## src/hdl/esd_pkg.sv

```systemverilog
`timescale 1ns / 1ps
`default_nettype none

package esd_pkg;

	// Characters with a meaning to the decoder
	localparam logic [7:0] CH_BSL   = 8'h5C;
	localparam logic [7:0] CH_QUOTE = 8'h27;
	localparam logic [7:0] CH_DQUOT = 8'h22;
	localparam logic [7:0] CH_QMARK = 8'h3F;
	localparam logic [7:0] CH_LA    = 8'h61;
	localparam logic [7:0] CH_LB    = 8'h62;
	localparam logic [7:0] CH_LF    = 8'h66;
	localparam logic [7:0] CH_LN    = 8'h6E;
	localparam logic [7:0] CH_LR    = 8'h72;
	localparam logic [7:0] CH_LT    = 8'h74;
	localparam logic [7:0] CH_LV    = 8'h76;
	localparam logic [7:0] CH_LX    = 8'h78;
	localparam logic [7:0] CH_D0    = 8'h30;
	localparam logic [7:0] CH_D7    = 8'h37;
	localparam logic [7:0] CH_D9    = 8'h39;
	localparam logic [7:0] CH_UA    = 8'h41;
	localparam logic [7:0] CH_UF    = 8'h46;

	// Control codes produced by the single-letter escapes
	localparam logic [7:0] CODE_BEL = 8'h07;
	localparam logic [7:0] CODE_BS  = 8'h08;
	localparam logic [7:0] CODE_HT  = 8'h09;
	localparam logic [7:0] CODE_LF  = 8'h0A;
	localparam logic [7:0] CODE_VT  = 8'h0B;
	localparam logic [7:0] CODE_FF  = 8'h0C;
	localparam logic [7:0] CODE_CR  = 8'h0D;

	// Result queue
	localparam int unsigned QDEPTH = 4;
	localparam int unsigned QAW    = $clog2(QDEPTH);

	typedef struct packed {
		logic [7:0] out_byte;
		logic       out_valid;
		logic       out_end;
		logic       out_error;
	} out_word_t;

	// Up to two result words pushed per input word
	typedef struct packed {
		logic [1:0] cnt;
		out_word_t  w0;
		out_word_t  w1;
	} push_t;

endpackage

`default_nettype wire

```

## src/hdl/esd_if.sv

```systemverilog
`timescale 1ns / 1ps
`default_nettype none

interface esd_in_if;
	logic       valid;
	logic       ready;
	logic [7:0] in_byte;
	logic       in_last;

	modport source (output valid, output in_byte, output in_last, input ready);
	modport sink   (input valid, input in_byte, input in_last, output ready);
endinterface

interface esd_out_if;
	logic       valid;
	logic       ready;
	logic [7:0] out_byte;
	logic       out_valid;
	logic       out_end;
	logic       out_error;

	modport source (output valid, output out_byte, output out_valid, output out_end,
		output out_error, input ready);
	modport sink   (input valid, input out_byte, input out_valid, input out_end,
		input out_error, output ready);
endinterface

`default_nettype wire

```

## src/hdl/esd_decode.sv

```systemverilog
`timescale 1ns / 1ps
`default_nettype none

module esd_decode
	import esd_pkg::*;
(
	input  wire logic  clk,
	input  wire logic  arst_n,
	esd_in_if.sink     rx,
	input  wire logic  room,
	output push_t      push
);

	typedef enum logic [2:0] {
		M_PLAIN = 3'd0,
		M_ESC   = 3'd1,
		M_XSTART = 3'd2,
		M_HEX   = 3'd3,
		M_OCT   = 3'd4
	} mode_t;

	// Hex digit value with a found flag in the top bit
	function automatic logic [4:0] hex_val(input logic [7:0] c);
		logic [7:0] d;
		begin
			d = 8'h00;
			case (c) inside
				[CH_D0:CH_D9]: begin
					d = c - CH_D0;
					hex_val = {1'b1, d[3:0]};
				end
				[CH_LA:CH_LF]: begin
					d = c - CH_LA + 8'd10;
					hex_val = {1'b1, d[3:0]};
				end
				[CH_UA:CH_UF]: begin
					d = c - CH_UA + 8'd10;
					hex_val = {1'b1, d[3:0]};
				end
				default: hex_val = 5'd0;
			endcase
		end
	endfunction

	// Single-letter escape with a found flag in the top bit
	function automatic logic [8:0] letter_val(input logic [7:0] c);
		case (c)
			CH_LA:    letter_val = {1'b1, CODE_BEL};
			CH_LB:    letter_val = {1'b1, CODE_BS};
			CH_LF:    letter_val = {1'b1, CODE_FF};
			CH_LN:    letter_val = {1'b1, CODE_LF};
			CH_LR:    letter_val = {1'b1, CODE_CR};
			CH_LT:    letter_val = {1'b1, CODE_HT};
			CH_LV:    letter_val = {1'b1, CODE_VT};
			CH_BSL:   letter_val = {1'b1, CH_BSL};
			CH_QUOTE: letter_val = {1'b1, CH_QUOTE};
			CH_DQUOT: letter_val = {1'b1, CH_DQUOT};
			CH_QMARK: letter_val = {1'b1, CH_QMARK};
			default:  letter_val = 9'd0;
		endcase
	endfunction

	logic       valid_s1;
	logic [7:0] byte_s1;
	logic       last_s1;
	logic       advance;

	mode_t      mode_q, mode_d;
	logic [7:0] acc_q, acc_d;
	logic       err_q, err_d;

	logic [7:0] em0, em1;
	logic [1:0] n;
	logic [4:0] hv;
	logic [8:0] lv;
	logic       oct;
	logic [7:0] odig;
	logic [1:0] cnt;
	out_word_t  w0, w1;

	assign advance  = valid_s1 && room;
	assign rx.ready = !valid_s1 || room;

	// Input register: hold a word until the queue has room for its results
	always_ff @(posedge clk or negedge arst_n) begin
		if (!arst_n) begin
			valid_s1 <= 1'b0;
		end else if (rx.ready) begin
			valid_s1 <= rx.valid;
		end
	end

	always_ff @(posedge clk) begin
		if (rx.ready && rx.valid) begin
			byte_s1 <= rx.in_byte;
			last_s1 <= rx.in_last;
		end
	end

	// Decode one character against the current mode
	always_comb begin
		mode_d = mode_q;
		acc_d  = acc_q;
		err_d  = err_q;
		em0    = 8'h00;
		em1    = 8'h00;
		n      = 2'd0;
		hv     = hex_val(byte_s1);
		lv     = letter_val(byte_s1);
		oct    = (byte_s1 >= CH_D0) && (byte_s1 <= CH_D7);
		odig   = byte_s1 - CH_D0;
		cnt    = 2'd0;
		w0     = '0;
		w1     = '0;

		if (!err_q) begin
			case (mode_q)
				M_ESC: begin
					if (lv[8]) begin
						em0    = lv[7:0];
						n      = 2'd1;
						mode_d = M_PLAIN;
					end else if (byte_s1 == CH_LX) begin
						mode_d = M_XSTART;
					end else if (oct) begin
						acc_d  = {5'd0, odig[2:0]};
						mode_d = M_OCT;
					end else begin
						err_d = 1'b1;
					end
				end
				M_XSTART: begin
					if (hv[4]) begin
						acc_d  = {4'd0, hv[3:0]};
						mode_d = M_HEX;
					end else begin
						err_d = 1'b1;
					end
				end
				M_HEX, M_OCT: begin
					if ((mode_q == M_HEX) ? hv[4] : oct) begin
						acc_d = (mode_q == M_HEX) ? {acc_q[3:0], hv[3:0]} :
							{acc_q[4:0], odig[2:0]};
					end else begin
						// Run ends: emit it, then treat the character as plain text
						em0   = acc_q;
						acc_d = 8'h00;
						if (byte_s1 == CH_BSL) begin
							mode_d = M_ESC;
							n      = 2'd1;
						end else begin
							mode_d = M_PLAIN;
							em1    = byte_s1;
							n      = 2'd2;
						end
					end
				end
				default: begin
					if (byte_s1 == CH_BSL) begin
						mode_d = M_ESC;
					end else begin
						mode_d = M_PLAIN;
						em0    = byte_s1;
						n      = 2'd1;
					end
				end
			endcase
		end

		// Close the string on its final character
		if (last_s1 && !err_d) begin
			if (mode_d == M_ESC || mode_d == M_XSTART) begin
				err_d = 1'b1;
			end else if (mode_d == M_HEX || mode_d == M_OCT) begin
				em0 = acc_d;
				n   = 2'd1;
			end
		end

		// Build the result words
		if (!last_s1) begin
			cnt = n;
			w0  = '{out_byte: em0, out_valid: 1'b1, out_end: 1'b0, out_error: 1'b0};
			w1  = '{out_byte: em1, out_valid: 1'b1, out_end: 1'b0, out_error: 1'b0};
		end else if (err_d) begin
			cnt = n + 2'd1;
			if (n == 2'd0) begin
				w0 = '{out_byte: 8'h00, out_valid: 1'b0, out_end: 1'b1, out_error: 1'b1};
			end else begin
				w0 = '{out_byte: em0, out_valid: 1'b1, out_end: 1'b0, out_error: 1'b0};
				w1 = '{out_byte: 8'h00, out_valid: 1'b0, out_end: 1'b1, out_error: 1'b1};
			end
		end else if (n == 2'd0) begin
			cnt = 2'd1;
			w0  = '{out_byte: 8'h00, out_valid: 1'b0, out_end: 1'b1, out_error: 1'b0};
		end else begin
			cnt = n;
			w0  = '{out_byte: em0, out_valid: 1'b1, out_end: (n == 2'd1), out_error: 1'b0};
			w1  = '{out_byte: em1, out_valid: 1'b1, out_end: 1'b1, out_error: 1'b0};
		end

		push.cnt = advance ? cnt : 2'd0;
		push.w0  = w0;
		push.w1  = w1;
	end

	// Advance decoder state; return to plain text after the final character
	always_ff @(posedge clk or negedge arst_n) begin
		if (!arst_n) begin
			mode_q <= M_PLAIN;
			acc_q  <= 8'h00;
			err_q  <= 1'b0;
		end else if (advance) begin
			if (last_s1) begin
				mode_q <= M_PLAIN;
				acc_q  <= 8'h00;
				err_q  <= 1'b0;
			end else begin
				mode_q <= mode_d;
				acc_q  <= acc_d;
				err_q  <= err_d;
			end
		end
	end

endmodule

`default_nettype wire

```

## src/hdl/esd_queue.sv

```systemverilog
`timescale 1ns / 1ps
`default_nettype none

module esd_queue
	import esd_pkg::*;
(
	input  wire logic  clk,
	input  wire logic  arst_n,
	input  wire push_t push,
	output logic       room,
	esd_out_if.source  tx
);

	out_word_t        ent_q [QDEPTH];
	logic [QAW-1:0]   wr_q, rd_q;
	logic [QAW:0]     count_q;
	logic             pop;
	logic [QAW-1:0]   wr_nx;

	assign wr_nx = wr_q + QAW'(1);
	assign pop   = tx.valid && tx.ready;
	// Two free slots guarantee any decoded word fits
	assign room  = count_q <= (QAW+1)'(QDEPTH - 2);

	assign tx.valid     = count_q != '0;
	assign tx.out_byte  = ent_q[rd_q].out_byte;
	assign tx.out_valid = ent_q[rd_q].out_valid;
	assign tx.out_end   = ent_q[rd_q].out_end;
	assign tx.out_error = ent_q[rd_q].out_error;

	// Store pushed words
	always_ff @(posedge clk) begin
		if (push.cnt != 2'd0) begin
			ent_q[wr_q] <= push.w0;
		end
		if (push.cnt == 2'd2) begin
			ent_q[wr_nx] <= push.w1;
		end
	end

	// Advance pointers and fill count
	always_ff @(posedge clk or negedge arst_n) begin
		if (!arst_n) begin
			wr_q    <= '0;
			rd_q    <= '0;
			count_q <= '0;
		end else begin
			wr_q    <= wr_q + QAW'(push.cnt);
			rd_q    <= rd_q + QAW'(pop);
			count_q <= count_q + (QAW+1)'(push.cnt) - (QAW+1)'(pop);
		end
	end

endmodule

`default_nettype wire

```

## src/hdl/escape_sequence_decoder.sv

```systemverilog
`timescale 1ns / 1ps
`default_nettype none

// Decodes a C-style escaped string arriving one character per word on rx, the
// final character flagged by in_last, and delivers decoded characters on tx, one
// per word. A character normally yields one word and is taken every cycle while
// the queue has room; one that closes an octal or hex run yields two unless it
// is a backslash, and the final character of a string yields the end word
// (out_end), whose out_error asks the user to discard the string. Each input word
// is held in the input register, where the decode is done, until its results
// enter a four-word result queue that feeds tx directly; the input side takes a
// new word whenever that queue has at least two free slots, so sustained input
// is one word per cycle while tx keeps up; two-word results take an extra tx slot.

module escape_sequence_decoder
	import esd_pkg::*;
(
	input  wire logic  clk,
	input  wire logic  arst_n,
	esd_in_if.sink     rx,
	esd_out_if.source  tx
);

	push_t push;
	logic  room;

	esd_decode u_decode (
		.clk    (clk),
		.arst_n (arst_n),
		.rx     (rx),
		.room   (room),
		.push   (push)
	);

	esd_queue u_queue (
		.clk    (clk),
		.arst_n (arst_n),
		.push   (push),
		.room   (room),
		.tx     (tx)
	);

endmodule

`default_nettype wire

```

## src/flat_wrapper.sv

```systemverilog
// flat-port wrapper written by rule: the top's interface ports become plain ports
module escape_sequence_decoder_flat import esd_pkg::*;
  (clk, arst_n, rx_valid, rx_in_byte, rx_in_last, rx_ready, tx_valid, tx_out_byte, tx_out_valid, tx_out_end, tx_out_error, tx_ready);
  esd_in_if rx_i ();
  esd_out_if tx_i ();
  input  wire logic clk;
  input  wire logic arst_n;
  input wire logic [$bits(rx_i.valid)-1:0] rx_valid;
  input wire logic [$bits(rx_i.in_byte)-1:0] rx_in_byte;
  input wire logic [$bits(rx_i.in_last)-1:0] rx_in_last;
  output wire logic [$bits(rx_i.ready)-1:0] rx_ready;
  output wire logic [$bits(tx_i.valid)-1:0] tx_valid;
  output wire logic [$bits(tx_i.out_byte)-1:0] tx_out_byte;
  output wire logic [$bits(tx_i.out_valid)-1:0] tx_out_valid;
  output wire logic [$bits(tx_i.out_end)-1:0] tx_out_end;
  output wire logic [$bits(tx_i.out_error)-1:0] tx_out_error;
  input wire logic [$bits(tx_i.ready)-1:0] tx_ready;
  assign rx_i.valid = rx_valid;
  assign rx_i.in_byte = rx_in_byte;
  assign rx_i.in_last = rx_in_last;
  assign rx_ready = rx_i.ready;
  assign tx_valid = tx_i.valid;
  assign tx_out_byte = tx_i.out_byte;
  assign tx_out_valid = tx_i.out_valid;
  assign tx_out_end = tx_i.out_end;
  assign tx_out_error = tx_i.out_error;
  assign tx_i.ready = tx_ready;
  escape_sequence_decoder u_core (.clk(clk), .arst_n(arst_n), .rx(rx_i), .tx(tx_i));
endmodule
```

## config.mk

```make
export PLATFORM = sky130hd
export DESIGN_NAME = escape_sequence_decoder_flat
export DESIGN_NICKNAME = d
export VERILOG_FILES = /design/src/hdl/esd_pkg.sv /design/src/hdl/esd_if.sv /design/src/hdl/esd_decode.sv /design/src/hdl/esd_queue.sv /design/src/hdl/escape_sequence_decoder.sv /design/src/flat_wrapper.sv
export SDC_FILE = /design/constraint.sdc
export NUM_CORES = 1
export LEC_CHECK = 0
export ABC_CLOCK_PERIOD_IN_PS = 8600
export BUFFER_PORTS_ARGS = -buffer_cell sky130_fd_sc_hd__buf_4
export CORE_UTILIZATION = 45
export CTS_CLUSTER_SIZE = 30
export DETAILED_ROUTE_END_ITERATION = 16
export PLACE_DENSITY_LB_ADDON = 0.05
export SYNTH_ARGS = -nofsm -noshare
export SYNTH_HDL_FRONTEND = slang
export SYNTH_SLANG_ARGS = --single-unit
```

## constraint.sdc

```tcl
create_clock -name clk -period 8.6 [get_ports clk]
set_input_delay 0.86 -clock clk [delete_from_list [all_inputs] [get_ports clk]]
set_output_delay 0.86 -clock clk [all_outputs]
set_load 0.05 [all_outputs]
```

Word level (Yosys, flattened, before mapping)
Memory sizes are Yosys's and may differ from the RTL's. Index checks and enable logic that the tools add are counted.

Reduce and logical (&&, ||, !) cells: 17. $add $sub $neg: 11. Eq/ne operators: 22. Mux-type cells: 68. Order comparisons: 8.

Operators by type and width (count): two-way mux 8 bit (18); one-hot mux 9 bit (11 select lines) (1); two-way mux 11 bit (7); == test 8 x 7 -> 1 bit (second input constant) (9); one-hot mux 8 bit (3 select lines) (2); == test 8 x 6 -> 1 bit (second input constant) (3); two-way mux 2 bit (11); two-way mux 3 bit (7); >= comparator 8 x 7 -> 1 bit (second input constant) (2); <= comparator 8 x 6 -> 1 bit (second input constant) (2); <= comparator 8 x 7 -> 1 bit (second input constant) (2); two-way mux 1 bit (16); two-way mux 5 bit (3); == test 3 x 2 -> 1 bit (second input constant) (4); subtractor 4 x 1 -> 4 bit (second input constant) (3); one-hot mux 3 bit (3 select lines) (1); adder 4 bit (second input constant) (2); >= comparator 8 x 6 -> 1 bit (second input constant) (1); logical AND 1 bit (8); == test 3 x 1 -> 1 bit (second input constant) (2); == test 3 bit (second input constant) (2); one-hot mux 2 bit (3 select lines) (1); adder 2 x 1 -> 2 bit (second input constant) (2); adder 3 x 2 -> 3 bit (1); other kinds (13) (16).

RAM bits: 44. Word-level logic and storage cells: 136. Memories: 1. Output and inout port bits: 13. Bits of input ports: 13. Register bits: 29.

Memories: u_core.u_queue.ent_q (words 4, width 11, read ports 1, clocked after memory_dff 0, wr ports 2, line esd_queue.sv:14) `out_word_t ent_q [QDEPTH];`.

Longest topological paths before layout
Word-level depth: 22. Depth in mapped cells: 21. Mapped depth without buffers: 20.

Cells and area by module
A second synthesis with hierarchy kept.

Cell total of the unflattened synthesis: 420. Area total of the unflattened synthesis: 4862.2 um^2.

By module, submodules not included: esd_queue (cells an instance 145, instances 1, area each 2605.0 um^2, seq. area each 1496.4 um^2); esd_decode (cells an instance 275, instances 1, area each 2257.2 um^2, seq. area each 595.6 um^2).

Worst setup path after synthesis
OpenSTA, ideal clock, no wires.

Path kind: register to register. Start point: reg u_core.u_decode.byte_s1[0]. End point: mem u_core.u_queue.ent_q[0][0] (netlist bit) (enable). Path buffers: 1. Clock period less this slack: 4.408 ns. Path slack: 4.192 ns. Library setup time: 0.397 ns. Arrival: 4.011 ns. Stages on the path, launching flop included: 16. Required time: 8.203 ns. Cells stage by stage: edfxtp_1 -> inv_1 -> ha_1 -> buf_1 -> and2_1 -> o311ai_2 -> a21o_1 -> nand2_1 -> a211oi_1 -> a211oi_1 -> nor2_1 -> ha_1 -> nor3_1 -> a21o_2 -> a21oi_1 -> o31ai_1.

RTL lines: start: declaration (line esd_decode.sv:64) `logic [7:0] byte_s1;`; start signal: assignment (line esd_decode.sv:95) `byte_s1 <= rx.in_byte;`; end: declaration (line esd_queue.sv:14).

==> qor.csv <==
metric,value,unit
path_max_fanout,11,
synth-main-ff-cell,edfxtp_1,
port_buffers,25,
power_frac_seq,35.5,%
core_area,0.0104,sq mm
synth_nets,459,
setup.worst_path.end_class,flip-flop,
dp_slack,3.61,ns
period_share,59.5,%
fin_area,0.00533,sq mm
wl_per_cell,19.7,um
final_common_cell,edfxtp_1,
skew,0.0116,ns
grt_antenna_before_repair,0,
viasPerCell,6.11,
power_density,325,mW/mm^2
wl,11600,um
sw_frac_of_total,44.3,%
regArea,0.00209,sq mm
switchingPower,0.767,mW
hold_viol,0,
leakagePower,2.15,nW
clock-root-buffer,clkbuf_8,
drive_above_1_share,19.2,%
drv_cap,0,
drt_pre_antenna_iters,6,
clk_path_buf_depth,2,
arrival,5.21,ns
period_minus_slack,5.11,ns
ir_drop,0.179,mV
slew_headroom,20.8,%
grt_pass1_vias,3484,
cts.sinks,73,
avgSynthCellArea,11.3,sq um
start_util,46.9,%
synth-edff-count,53,
row_count,37,
rsz0062_at_grt,false,
cts_hold_buf,0,
die_w,106,um
cts_tree,done,
diodes,0,
ant_nets,0,
area_growth,9.20,%
grt_pass1_wl,19000,um
startpoint_type,flip-flop,
first_iter_violations,371,
ios,26,
grt_max_degree,22,
critPathRequiredTime,8.70,ns
clkPwrFrac,15.6,%
setup_slack,3.49,ns
dpl-instance-area,0.00514,sq mm
drc,0,
async_reset_ff_share,27.4,%
cts_resized,0,
gp_congestion,0.874,
grt.total_usage,22.2,%
grt_overflow,0,
finalSetupTns,0,ns
place_inst,574,
fmax,0.196,GHz
dieArea,0.0113,sq mm
synth_cell_types,78,
path_class,reg2reg,
ys_ff_latch,73,
stdcell_count,590,
post_cts_buffers,0,
hold_class,in2async,
multi_input_area,0.00260,sq mm
clk_pin_slew,0.08,ns
comb_power_share,48.9,%
final_cell_mix,"edfxtp_1, mux2i_1, nand2_1, buf_4, o21ai_0",
status,finished clean,
setup_viol,0,
htreeDepth,3,
fillCellCount,934,
place_hpwl,8740,um
syn_area,0.00488,sq mm
intPower,0.966,mW
via_count,3603,
clkLatencyLatePin,0.35,ns
yosysWarnings,0,
hold_ws,0.384,ns
chipHeight,106,um
nets,475,
cts_made_buffers,9,
ys_seq_area_share,42.8,%
syn_inst,433,
drv_slew,0,
tightest_slew,1.18,ns
cell type report:
| type | instances | area share [%] |
|---|---|---|
| inverters | 16 | 1.13 |
| well taps | 136 | 3.19 |
| multi-input cells | 320 | 48.7 |
| flip-flops and latches | 73 | 39.2 |
| repair buffers | 29 | 4.08 |
| clock buffers | 9 | 2.32 |
| clock inverters | 7 | 1.31 |
synth_stat cells (6+ instances only):
cell type | number | area [sq um]
buf_2 | 7 | 35.0
a22o_1 | 9 | 78.8
nand2b_1 | 9 | 56.3
nor3_1 | 10 | 50.1
edfxtp_1 | 53 | 1590
o21ai_0 | 21 | 105
a211oi_1 | 7 | 52.6
dfrtp_1 | 20 | 500
inv_1 | 13 | 48.8
mux4_2 | 11 | 248
a21oi_2 | 8 | 70.1
nand2_1 | 39 | 146
xor2_1 | 6 | 52.6
nor2_1 | 16 | 60.1
mux2i_1 | 47 | 470
xnor2_1 | 7 | 61.3
ha_1 | 12 | 150
and2_1 | 6 | 37.5
buf_4 | 7 | 52.6
a21oi_1 | 18 | 90.1
sequential cells by signal, indices dropped and copies added (netlist names):
register / count
u_core.u_decode.acc_q: 8
u_core.u_decode.byte_s1: 8
u_core.u_decode.err_q: 1
u_core.u_decode.last_s1: 1
u_core.u_decode.mode_q: 3
u_core.u_decode.valid_s1: 1
u_core.u_queue.count_q: 3
u_core.u_queue.ent_q: 44
u_core.u_queue.rd_q: 2
u_core.u_queue.wr_q: 2
power by group through the flow:
stage	logic, mW	clock network, mW	registers (mW)
after floorplan	0.717	0	0.546
final	0.848	0.270	0.615
after global routing	0.931	0.291	0.630
after CTS	0.851	0.276	0.615
after global placement	0.835	0	0.620
after detailed placement	0.846	0	0.623
per-layer routing:
layer / part of all wire [%] / track usage (%) / routed length [um] / vias to the layer above
met1: 47 / 30.7 / 5440 / 1789
li1: - / - / - / 1700
met2: 48 / 35.8 / 5530 / 109
met4: 0.88 / 6.85 / 102 / 0
met5: 0 / 0 / 0 / -
met3: 4.6 / 3.37 / 532 / 5
worst paths after layout:
kind / start / to / slack (ns) / cells after the start
max in group asynchronous: arst_n / u_core.u_decode.acc_q[5] / 7.99 / 1
setup reg to reg: u_core.u_decode.byte_s1[0] / u_core.u_queue.ent_q[2][7] / 3.49 / 17
hold / removal: arst_n / u_core.u_decode.acc_q[2] / 0.38 / 1
min in group clk: u_core.u_queue.count_q[2] / u_core.u_queue.count_q[2] / 0.49 / 1
setup / recovery: u_core.u_decode.byte_s1[0] / u_core.u_queue.ent_q[2][7] / 3.49 / 17
hold reg to reg: u_core.u_queue.count_q[2] / u_core.u_queue.count_q[2] / 0.49 / 1
logic make-up (layout without fill, tap and decap cells):
group / Yosys count / count (layout) / synth area share (%)
AO/OA/AOI/OAI: 122 / 122 / 19.3
adder cells (fa/ha/maj): 13 / 13 / 3.49
XOR/XNOR: 13 / 13 / 2.33
buffers and inverters: 40 / 61 / 3.95
AND/OR/NAND/NOR: 114 / 114 / 13.4
multiplexers: 58 / 58 / 14.7
flip-flops: 73 / 73 / 42.8
through the flow:
stage,utilization [%],power (mW)
floorplan,-,1.26
CTS,51.2,1.74
detailed placement,49.3,1.47
finish,51.2,1.73
global placement,49.3,1.45
global route,51.2,1.85
critical path, stage by stage (launching register included):
cell and delay, ns:
edfxtp_1 0.54, inv_1 0.13, ha_1 0.33, and2_1 0.21, o311ai_2 0.45, a21o_1 0.29
nand2_1 0.18, a211oi_1 0.50, a211oi_1 0.10, nor2_1 0.23, ha_1 0.23, nand2_1 0.11
and4_1 0.23, a21o_2 0.24, inv_2 0.13, a211o_1 0.51, o21ai_0 0.19, buf_4 0.24
(Power assumes the default switching activity.)
